### config.mk
export PLATFORM = sky130hd
export DESIGN_NAME = integer_letterbox_scaler
export DESIGN_NICKNAME = d
export VERILOG_FILES = /design/src/sv/ils_pkg.sv /design/src/sv/ils_ctrl.sv /design/src/sv/ils_datapath.sv /design/src/sv/integer_letterbox_scaler.sv
export SDC_FILE = /design/constraint.sdc
export NUM_CORES = 2
export LEC_CHECK = 0
export ABC_AREA = 1
export BUFFER_PORTS_ARGS = -buffer_cell sky130_fd_sc_hd__clkbuf_2
export CAP_MARGIN = 5
export CORE_MARGIN = 3
export CORE_UTILIZATION = 69
export CTS_BUF_LIST = sky130_fd_sc_hd__clkbuf_16
export DETAILED_ROUTE_END_ITERATION = 8
export PLACE_DENSITY = 0.87
export RECOVER_POWER = 25
export SLEW_MARGIN = 20
export SYNTH_ARGS = -nofsm -noshare
export SYNTH_HDL_FRONTEND = slang
export SYNTH_SLANG_ARGS = --single-unit
### constraint.sdc
create_clock -name clk_i -period 16.15 [get_ports clk_i]
set_input_delay 0.8075 -clock clk_i [delete_from_list [all_inputs] [get_ports clk_i]]
set_output_delay 0.8075 -clock clk_i [all_outputs]
set_load 0.01 [all_outputs]
### src/sv/ils_pkg.sv
// ----------------------------------------------------------------------------
// ils_pkg
// Shared widths, register indexes and controller/datapath handshake types
// for the integer letterbox scaler.
// ----------------------------------------------------------------------------
package ils_pkg;

  localparam int PIX_W      = 32;
  localparam int ADDR_W     = 24;
  localparam int REG_W      = 13;
  localparam int CFG_IDX_W  = 2;
  localparam int OUT_DATA_W = 56;

  localparam logic [CFG_IDX_W-1:0] REG_SRC_WIDTH  = 2'd0;
  localparam logic [CFG_IDX_W-1:0] REG_SRC_HEIGHT = 2'd1;
  localparam logic [CFG_IDX_W-1:0] REG_DST_WIDTH  = 2'd2;
  localparam logic [CFG_IDX_W-1:0] REG_DST_HEIGHT = 2'd3;

  localparam logic [REG_W-1:0] RST_SRC_WIDTH  = 13'd320;
  localparam logic [REG_W-1:0] RST_SRC_HEIGHT = 13'd200;
  localparam logic [REG_W-1:0] RST_DST_WIDTH  = 13'd640;
  localparam logic [REG_W-1:0] RST_DST_HEIGHT = 13'd400;

  typedef struct packed {
    logic geo_init;
    logic geo_step;
    logic geo_fin;
    logic accept;
    logic mul;
    logic emit;
  } dp_cmd_t;

  typedef struct packed {
    logic fit;
    logic in_win;
    logic last_beat;
    logic out_free;
  } dp_sts_t;

endpackage

### src/sv/ils_ctrl.sv
// ----------------------------------------------------------------------------
// ils_ctrl
// Sequencer: geometry search after reset or a register write, then per
// pixel an accept, an address multiply and one write per output beat.
// ----------------------------------------------------------------------------
module ils_ctrl (
  input  logic             clk_i,
  input  logic             rst_ni,
  input  logic             cfg_we_i,
  input  logic             in_valid_i,
  output logic             in_ready_o,
  input  ils_pkg::dp_sts_t sts_i,
  output ils_pkg::dp_cmd_t cmd_o
);
  import ils_pkg::*;

  localparam logic [2:0] S_GINIT = 3'd0;
  localparam logic [2:0] S_GSCAN = 3'd1;
  localparam logic [2:0] S_GFIN  = 3'd2;
  localparam logic [2:0] S_IDLE  = 3'd3;
  localparam logic [2:0] S_MUL   = 3'd4;
  localparam logic [2:0] S_EMIT  = 3'd5;

  logic [2:0] state_q, state_d;

  always_ff @(posedge clk_i or negedge rst_ni) begin
    if (!rst_ni) begin
      state_q <= S_GINIT;
    end else begin
      state_q <= state_d;
    end
  end

  always_comb begin
    state_d    = state_q;
    cmd_o      = '0;
    in_ready_o = 1'b0;
    case (state_q)
      S_GINIT: begin
        cmd_o.geo_init = 1'b1;
        state_d        = S_GSCAN;
      end
      S_GSCAN: begin
        if (sts_i.fit) begin
          cmd_o.geo_step = 1'b1;
        end else begin
          state_d = S_GFIN;
        end
      end
      S_GFIN: begin
        cmd_o.geo_fin = 1'b1;
        state_d       = S_IDLE;
      end
      S_IDLE: begin
        in_ready_o = 1'b1;
        if (in_valid_i) begin
          cmd_o.accept = 1'b1;
          state_d      = S_MUL;
        end
      end
      S_MUL: begin
        cmd_o.mul = 1'b1;
        state_d   = sts_i.in_win ? S_EMIT : S_IDLE;
      end
      S_EMIT: begin
        if (sts_i.out_free) begin
          cmd_o.emit = 1'b1;
          if (sts_i.last_beat) begin
            state_d = S_IDLE;
          end
        end
      end
      default: begin
        state_d = S_GINIT;
      end
    endcase
    if (cfg_we_i) begin
      state_d = S_GINIT;
    end
  end

  a_emit_needs_slot: assert property (@(posedge clk_i) disable iff (!rst_ni)
    cmd_o.emit |-> sts_i.out_free)
    else $error("Write issued while the output register was still occupied.");

  a_one_command: assert property (@(posedge clk_i) disable iff (!rst_ni)
    $onehot0({cmd_o.geo_init, cmd_o.geo_step, cmd_o.geo_fin,
              cmd_o.accept, cmd_o.mul, cmd_o.emit}))
    else $error("More than one datapath command in a cycle.");

  a_accept_to_mul: assert property (@(posedge clk_i) disable iff (!rst_ni)
    (cmd_o.accept && !cfg_we_i) |=> (state_q == S_MUL))
    else $error("Accepted pixel did not proceed to the address multiply.");

  a_cfg_restarts: assert property (@(posedge clk_i) disable iff (!rst_ni)
    cfg_we_i |=> (state_q == S_GINIT))
    else $error("Register write did not restart the geometry search.");

endmodule

### src/sv/ils_datapath.sv
// ----------------------------------------------------------------------------
// ils_datapath
// Configuration registers, geometry search by repeated addition, frame
// position counters, destination address generation and output register.
// ----------------------------------------------------------------------------
module ils_datapath #(
  parameter int MAX_SCALE  = 8,
  parameter int MAX_DIM    = 4096,
  parameter int PIXEL_BITS = 32
) (
  input  logic                           clk_i,
  input  logic                           rst_ni,
  input  ils_pkg::dp_cmd_t               cmd_i,
  output ils_pkg::dp_sts_t               sts_o,
  input  logic                           cfg_we_i,
  input  logic [ils_pkg::CFG_IDX_W-1:0]  cfg_idx_i,
  input  logic [ils_pkg::REG_W-1:0]      cfg_data_i,
  input  logic [ils_pkg::PIX_W-1:0]      pixel_i,
  input  logic                           out_ready_i,
  output logic                           out_valid_o,
  output logic [ils_pkg::ADDR_W-1:0]     out_addr_o,
  output logic [ils_pkg::PIX_W-1:0]      out_pixel_o,
  output logic                           out_last_o
);
  import ils_pkg::*;

  localparam int DIM_W = $clog2(MAX_DIM + 1);
  localparam int CNT_W = $clog2(MAX_DIM);
  localparam int SC_W  = $clog2(MAX_SCALE + 1);
  localparam int KW    = $clog2(MAX_SCALE + 2);
  localparam int GA_W  = DIM_W + KW;
  localparam int CL_W  = (REG_W > DIM_W) ? REG_W : DIM_W;
  localparam int PR_W  = 2 * DIM_W;
  localparam int AS_W  = (PR_W > ADDR_W) ? PR_W : ADDR_W;
  localparam int RP_W  = CNT_W + SC_W;
  localparam logic [PIX_W-1:0] PIX_MASK = PIX_W'((64'd1 << PIXEL_BITS) - 64'd1);

  logic [REG_W-1:0] src_w_q, src_h_q, dst_w_q, dst_h_q;
  logic [DIM_W-1:0] sw, sh, dw, dh;

  logic [KW-1:0]    k_q;
  logic [GA_W-1:0]  accw_q, acch_q, pw_q, ph_q;
  logic [SC_W-1:0]  scale_q, seff_q;
  logic [DIM_W-1:0] cl_q, ct_q, ml_q, mt_q, cw_q, ch_q;
  logic [DIM_W-1:0] cl_d, ct_d, ml_d, mt_d, cw_d, ch_d;

  logic [CNT_W-1:0] col_q, row_q;
  logic [DIM_W-1:0] col_inc, row_inc, col_x, row_x, col_off, row_off;
  logic [RP_W-1:0]  ry_prod, cx_prod;
  logic             win;

  logic [PIX_W-1:0] pix_q;
  logic [DIM_W-1:0] dy0_q, dx0_q;
  logic             in_win_q;
  logic [PR_W-1:0]  base_prod;
  logic [AS_W-1:0]  row_base_q, addr_sum;
  logic [SC_W-1:0]  i_q, j_q;
  logic             last_beat;

  logic             out_valid_q, out_last_q;
  logic [ADDR_W-1:0] out_addr_q;
  logic [PIX_W-1:0] out_pixel_q;

  function automatic logic [DIM_W-1:0] clamp_dim(input logic [REG_W-1:0] raw);
    logic [CL_W-1:0] ext;
    ext = CL_W'(raw);
    if (ext == '0) begin
      return DIM_W'(1);
    end else if (ext > CL_W'(MAX_DIM)) begin
      return DIM_W'(MAX_DIM);
    end
    return ext[DIM_W-1:0];
  endfunction

  assign sw = clamp_dim(src_w_q);
  assign sh = clamp_dim(src_h_q);
  assign dw = clamp_dim(dst_w_q);
  assign dh = clamp_dim(dst_h_q);

  always_comb begin
    if (scale_q == '0) begin
      if (sw >= dw) begin
        cl_d = (sw >> 1) - (dw >> 1);
        ml_d = '0;
        cw_d = dw;
      end else begin
        cl_d = '0;
        ml_d = (dw >> 1) - (sw >> 1);
        cw_d = sw;
      end
      if (sh >= dh) begin
        ct_d = (sh >> 1) - (dh >> 1);
        mt_d = '0;
        ch_d = dh;
      end else begin
        ct_d = '0;
        mt_d = (dh >> 1) - (sh >> 1);
        ch_d = sh;
      end
    end else begin
      cl_d = '0;
      ct_d = '0;
      ml_d = (dw >> 1) - DIM_W'(pw_q >> 1);
      mt_d = (dh >> 1) - DIM_W'(ph_q >> 1);
      cw_d = sw;
      ch_d = sh;
    end
  end

  assign col_x   = DIM_W'(col_q);
  assign row_x   = DIM_W'(row_q);
  assign col_inc = col_x + DIM_W'(1);
  assign row_inc = row_x + DIM_W'(1);
  assign col_off = col_x - cl_q;
  assign row_off = row_x - ct_q;
  assign win     = (col_x >= cl_q) && (col_off < cw_q) &&
                   (row_x >= ct_q) && (row_off < ch_q);
  assign ry_prod = RP_W'(row_q) * RP_W'(seff_q);
  assign cx_prod = RP_W'(col_q) * RP_W'(seff_q);

  assign base_prod = PR_W'(dy0_q) * PR_W'(dw);
  assign addr_sum  = row_base_q + AS_W'(dx0_q) + AS_W'(j_q);
  assign last_beat = (i_q == seff_q - SC_W'(1)) && (j_q == seff_q - SC_W'(1));

  assign sts_o.fit       = (accw_q <= GA_W'(dw)) && (acch_q <= GA_W'(dh)) &&
                           (k_q <= KW'(MAX_SCALE));
  assign sts_o.in_win    = in_win_q;
  assign sts_o.last_beat = last_beat;
  assign sts_o.out_free  = !out_valid_q || out_ready_i;

  always_ff @(posedge clk_i or negedge rst_ni) begin
    if (!rst_ni) begin
      src_w_q     <= RST_SRC_WIDTH;
      src_h_q     <= RST_SRC_HEIGHT;
      dst_w_q     <= RST_DST_WIDTH;
      dst_h_q     <= RST_DST_HEIGHT;
      k_q         <= '0;
      accw_q      <= '0;
      acch_q      <= '0;
      pw_q        <= '0;
      ph_q        <= '0;
      scale_q     <= '0;
      seff_q      <= SC_W'(1);
      cl_q        <= '0;
      ct_q        <= '0;
      ml_q        <= '0;
      mt_q        <= '0;
      cw_q        <= '0;
      ch_q        <= '0;
      col_q       <= '0;
      row_q       <= '0;
      in_win_q    <= 1'b0;
      i_q         <= '0;
      j_q         <= '0;
      out_valid_q <= 1'b0;
    end else begin
      if (cfg_we_i) begin
        case (cfg_idx_i)
          REG_SRC_WIDTH:  src_w_q <= cfg_data_i;
          REG_SRC_HEIGHT: src_h_q <= cfg_data_i;
          REG_DST_WIDTH:  dst_w_q <= cfg_data_i;
          REG_DST_HEIGHT: dst_h_q <= cfg_data_i;
          default: ;
        endcase
      end
      if (cmd_i.geo_init) begin
        k_q     <= KW'(1);
        accw_q  <= GA_W'(sw);
        acch_q  <= GA_W'(sh);
        scale_q <= '0;
        pw_q    <= '0;
        ph_q    <= '0;
        col_q   <= '0;
        row_q   <= '0;
      end
      if (cmd_i.geo_step) begin
        scale_q <= k_q[SC_W-1:0];
        pw_q    <= accw_q;
        ph_q    <= acch_q;
        accw_q  <= accw_q + GA_W'(sw);
        acch_q  <= acch_q + GA_W'(sh);
        k_q     <= k_q + KW'(1);
      end
      if (cmd_i.geo_fin) begin
        cl_q   <= cl_d;
        ct_q   <= ct_d;
        ml_q   <= ml_d;
        mt_q   <= mt_d;
        cw_q   <= cw_d;
        ch_q   <= ch_d;
        seff_q <= (scale_q == '0) ? SC_W'(1) : scale_q;
      end
      if (cmd_i.accept) begin
        in_win_q <= win;
        if (col_inc >= sw) begin
          col_q <= '0;
          row_q <= (row_inc >= sh) ? '0 : row_inc[CNT_W-1:0];
        end else begin
          col_q <= col_inc[CNT_W-1:0];
        end
      end
      if (cmd_i.mul) begin
        i_q <= '0;
        j_q <= '0;
      end
      if (cmd_i.emit) begin
        if (j_q == seff_q - SC_W'(1)) begin
          j_q <= '0;
          i_q <= i_q + SC_W'(1);
        end else begin
          j_q <= j_q + SC_W'(1);
        end
      end
      if (cmd_i.emit) begin
        out_valid_q <= 1'b1;
      end else if (out_ready_i) begin
        out_valid_q <= 1'b0;
      end
    end
  end

  always_ff @(posedge clk_i) begin
    if (cmd_i.accept) begin
      pix_q <= pixel_i & PIX_MASK;
      dy0_q <= ry_prod[DIM_W-1:0] + mt_q - ct_q;
      dx0_q <= cx_prod[DIM_W-1:0] + ml_q - cl_q;
    end
    if (cmd_i.mul) begin
      row_base_q <= AS_W'(base_prod);
    end else if (cmd_i.emit && (j_q == seff_q - SC_W'(1))) begin
      row_base_q <= row_base_q + AS_W'(dw);
    end
    if (cmd_i.emit) begin
      out_addr_q  <= addr_sum[ADDR_W-1:0];
      out_pixel_q <= pix_q;
      out_last_q  <= last_beat;
    end
  end

  assign out_valid_o = out_valid_q;
  assign out_addr_o  = out_addr_q;
  assign out_pixel_o = out_pixel_q;
  assign out_last_o  = out_last_q;

  a_scale_bound: assert property (@(posedge clk_i) disable iff (!rst_ni)
    (seff_q != '0) && (seff_q <= SC_W'(MAX_SCALE)) && (scale_q <= SC_W'(MAX_SCALE)))
    else $error("Scale factor out of range.");

  a_block_ends_last: assert property (@(posedge clk_i) disable iff (!rst_ni)
    (cmd_i.emit && last_beat) |=> (i_q == seff_q))
    else $error("Replication block ended before all rows were written.");

endmodule

### src/sv/integer_letterbox_scaler.sv
// ----------------------------------------------------------------------------
// integer_letterbox_scaler
// Replicates raster-order source pixels into integer-scaled, centered blocks
// of a destination frame, or center-crops at scale 1 when no scale fits.
//
//   Channel   Dir  Handshake               Payload
//   s_axis    in   tvalid/tready           tdata: pixel_value
//   m_axis    out  tvalid/tready           tdata: dest_address, pixel_out;
//                                          tlast: last_write
//   cfg       in   cfg_we_i (no wait)      cfg_idx_i, cfg_data_i
//
// Each pixel is accepted, then the address multiply runs, then one write per
// beat follows: scale*scale writes, or one write inside the crop window when
// the scale is zero and none when it lies outside; the write sequencer issues
// one address per cycle while the output register is free.
// After reset and after every register write the scale search runs, during
// which s_axis_tready is low.
// A stalled write waits in the output register; the sequencer holds.
// ----------------------------------------------------------------------------
module integer_letterbox_scaler #(
  parameter int MAX_SCALE  = 8,
  parameter int MAX_DIM    = 4096,
  parameter int PIXEL_BITS = 32
) (
  input  logic                              clk_i,
  input  logic                              rst_ni,
  input  logic                              s_axis_tvalid,
  output logic                              s_axis_tready,
  // [31:0] pixel_value
  input  logic [ils_pkg::PIX_W-1:0]         s_axis_tdata,
  output logic                              m_axis_tvalid,
  input  logic                              m_axis_tready,
  // [23:0] dest_address, [55:24] pixel_out
  output logic [ils_pkg::OUT_DATA_W-1:0]    m_axis_tdata,
  output logic                              m_axis_tlast,
  input  logic                              cfg_we_i,
  input  logic [ils_pkg::CFG_IDX_W-1:0]     cfg_idx_i,
  input  logic [ils_pkg::REG_W-1:0]         cfg_data_i
);
  import ils_pkg::*;

  dp_cmd_t           cmd;
  dp_sts_t           sts;
  logic [ADDR_W-1:0] out_addr;
  logic [PIX_W-1:0]  out_pixel;

  ils_ctrl u_ctrl (
    .clk_i      (clk_i),
    .rst_ni     (rst_ni),
    .cfg_we_i   (cfg_we_i),
    .in_valid_i (s_axis_tvalid),
    .in_ready_o (s_axis_tready),
    .sts_i      (sts),
    .cmd_o      (cmd)
  );

  ils_datapath #(
    .MAX_SCALE  (MAX_SCALE),
    .MAX_DIM    (MAX_DIM),
    .PIXEL_BITS (PIXEL_BITS)
  ) u_datapath (
    .clk_i       (clk_i),
    .rst_ni      (rst_ni),
    .cmd_i       (cmd),
    .sts_o       (sts),
    .cfg_we_i    (cfg_we_i),
    .cfg_idx_i   (cfg_idx_i),
    .cfg_data_i  (cfg_data_i),
    .pixel_i     (s_axis_tdata),
    .out_ready_i (m_axis_tready),
    .out_valid_o (m_axis_tvalid),
    .out_addr_o  (out_addr),
    .out_pixel_o (out_pixel),
    .out_last_o  (m_axis_tlast)
  );

  assign m_axis_tdata = {out_pixel, out_addr};

endmodule

==> impl_metrics.ini <==
[outcome]
status = finished, violations left
failed_checks = capacitance limit, slew limit

[timing]
clock_skew_ns = 0.0309
tns_ns = 0
setup_viol = 0
fin_crit_sh_pct = 42.3
finalHoldWorstSlack_ns = 0.388
clock.fmax_ghz = 0.146
tightestPinTransition_ns = 6.20
rsz0062_at_grt = false
slew-limit-headroom_pct = -313
maxSlewViolCount = 116
hold_viol = 0
period_minus_slack_ns = 6.84

[power_and_ir_drop]
vdd_drop_max_mv = 0.191
p_leak_nw = 18.5
power.density_mw_per_mm2 = 202

[synthesis]
synth_cells = 4226
synth_warnings = 0
syn_area_sq_mm = 0.0338
synth_nets = 4830
synth_edf_count = 139
ys_types = 54
seq_area_frac_synth_pct = 30.0
synth_flop_cell = dfrtp_1
ys_seq_elements = 378
syn_area_per_cell_sq_um = 8.01
async_flop_share_pct = 63.2

[finish]
drive_gt1_share_pct = 5.68
multi_input_area_sq_mm = 0.0203
area.growth.synth_to_final_pct = 6.65
nets = 4881
stdcell_count = 4925
layout_common_cells = nand2_1 (932), inv_1 (738), ha_1 (332)
regArea_sq_mm = 0.0102
mostFrequentLayoutCell = nand2_1
final.fill_count = 3495
num_antenna_cells = 0

[clock_network]
cts_buffers = 42
path_clk_slew_ns = 0.07
cts_resized = 0
cts_max_level = 2
cts_tree = built
cts_setup_buffers = 0
root_buffer = clkbuf_16
ctsHoldBuffers = 0
clockBufferDepth = 3
insertion_delay_ns = 0.59
cts.sinks = 378

[global_route]
gr-total-overflow = 0
grt_pass1_wl_microns = 160000
antenna_found_initial = 0
grt_use_met3_pct = 6.98
grt_pass1_vias = 29500
grt_usage_pct = 40.4
grt_max_degree = 116
grt_util_met1_pct = 48.4
grt_busiest_layer = met2
gr-usage-met2_pct = 66.5

[detailed_routing]
vias = 29600
wl_microns = 103000
drc_errors = 0
drt_iter0_markers = 2893
avgRoutedWirePerCell_microns = 20.9
viasPerCell = 6.02
dr.pass1.iters = 6
ant_nets = 0

[worst_setup_path]
crit_chain = inv_1, nand3_1, and2_1, nand2_1, inv_1, nand2_1, fa_1, fa_1, inv_1, fa_1, fa_1, inv_1, fa_1, inv_1, ha_1, nand2_1, nor2_1, nand4_1, nor2_1, nor2_1, o21ai_0, a21oi_1, o21ai_0, nand2_1
slowest_stage = dfrtp_1
crit_type = reg2reg
critPathLaunchType = flop
crit_required_ns = 16.47
cp.arrival_ns = 7.16
cpPeakStageDelay_ns = 0.74
worst_setup_path_end_kind = flop
r2r_setup_slack_ns = 9.31
r2r_end = u_datapath.row_base_q[17]
cp_max_fo = 20
regToRegStartpoint = u_datapath.dst_w_q[12]
rr_worst_depth = 24

[hold_path]
holdPathEnd = u_datapath.pix_q[13]
hp-start = s_axis_tdata[13]
min_path_type = in2reg
hold_path_depth = 1

[floorplan]
fp.coreArea_sq_mm = 0.0480
die_h_microns = 227
fp.dieW_microns = 227
fp-row-count = 80
dieArea_sq_mm = 0.0517
start_util_pct = 70.4
num_io_pins = 111

[job]
maxCapViolCount = 1

[place]
io_buffers = 110
routabilityCongestion = 1.02
dp_hpwl_microns = 80300
placed_cells = 4848
-- Yosys cell counts, types with 3 or more instances --
cell	n	share of area [%]
o21ai_1	19	0.28
ha_1	332	12
nor2_2	4	0.074
nand2_2	6	0.11
o21a_1	9	0.20
o31ai_1	6	0.13
nor3_2	3	0.089
buf_4	12	0.27
o21ai_0	267	3.9
o22ai_2	10	0.37
inv_2	12	0.13
nor2_1	318	3.5
buf_1	8	0.089
a21o_1	13	0.29
dfrtp_1	228	17
o211ai_1	12	0.27
nand3_1	210	3.1
xor2_1	106	2.7
inv_1	727	8.1
a31oi_1	17	0.31
nand3b_1	5	0.11
nor3_1	28	0.41
fa_1	220	13
xnor2_1	61	1.6
buf_2	45	0.67
nand4_1	43	0.79
edfxtp_1	139	12
a21boi_0	7	0.16
nor4_1	10	0.18
nand2_1	933	10
a21oi_1	264	3.9
a211oi_1	5	0.11
clkbuf_1	51	0.57
o21bai_1	21	0.47
o2111ai_1	3	0.078
o22ai_1	29	0.54
clkinv_1	3	0.033
dfstp_2	11	0.85
or2_2	7	0.13
-- routing by layer --
| metal | vias up | routed length (microns) |
|---|---|---|
| met5 | - | 0 |
| met1 | 14000 | 38300 |
| li1 | 13700 | - |
| met3 | 417 | 8150 |
| met2 | 1531 | 48200 |
| met4 | 0 | 8550 |
-- stage by stage --
step	util (%)	total power, mW	setup slack [ns]	instance area, sq um
2_1_floorplan	-	4.90	10.41	33800
3_3_place_gp	72.3	6.04	9.63	34700
3_5_place_dp	72.3	6.20	9.43	34700
4_1_cts	75.2	7.20	9.40	36100
5_1_grt	75.1	7.92	8.53	36100
6_report	75.1	7.30	9.31	36100
-- state kept, by name, summed over array words and instances, names as in the netlist, 17 cells and up --
name / cells
u_datapath.out_pixel_o: 32
u_datapath.row_base_q: 24
u_datapath.pix_q: 32
u_datapath.acch_q: 17
u_datapath.accw_q: 17
u_datapath.out_addr_o: 24
-- how the worst max path moves through the flow --
| stage | cells after the start | slack [ns] | from | to |
|---|---|---|---|---|
| 5_1_grt | 3 | 8.53 | rst_ni | u_datapath.j_q[3] |
| 2_1_floorplan | 26 | 10.41 | u_datapath.dst_w_q[11] | u_datapath.row_base_q[17] |
| 3_5_place_dp | 24 | 9.43 | u_datapath.dst_w_q[12] | u_datapath.row_base_q[17] |
| 6_report | 24 | 9.31 | u_datapath.dst_w_q[12] | u_datapath.row_base_q[17] |
| 4_1_cts | 24 | 9.40 | u_datapath.dst_w_q[12] | u_datapath.row_base_q[17] |
| 3_3_place_gp | 26 | 9.63 | u_datapath.dst_w_q[11] | u_datapath.row_base_q[17] |
-- cell type report --
| cell class | count | area share, % |
|---|---|---|
| inverter | 742 | 7.72 |
| timing repair buffer | 127 | 1.86 |
| multi-input combinational | 2986 | 56.3 |
| sequential | 378 | 28.2 |
| tap | 615 | 2.13 |
| clock buffer | 42 | 2.91 |
| clock inverter | 35 | 0.877 |
-- worst max-delay path: cells and delay by family (launching register included) --
family | cells | cell delay (ns)
simple gates | 10 | 1.76
compound gates | 3 | 0.41
buf+inv | 5 | 0.71
fa+ha+maj | 6 | 2.96
flops | 1 | 0.74
-- cells by family (layout without fill, tap and decap cells) --
group	after synthesis	in the layout	synth area share [%]
and+or+nand+nor	1578	1578	19.2
buffers and inverters	862	946	9.91
AOI/OAI and AO/OA	689	689	11.2
adders and majority gates	552	552	25.3
DFF	378	378	30.0
xor gates and xnor gates	167	167	4.32
-- power by group --
| part | switching (mW) | internal, mW | leakage (nW) |
|---|---|---|---|
| Clock | 0.425 | 0.544 | 0.708 |
| Combinational | 3.12 | 1.66 | 13.5 |
| Sequential | 0.228 | 1.32 | 4.35 |
No activity file was read; power rests on OpenSTA's default activity.
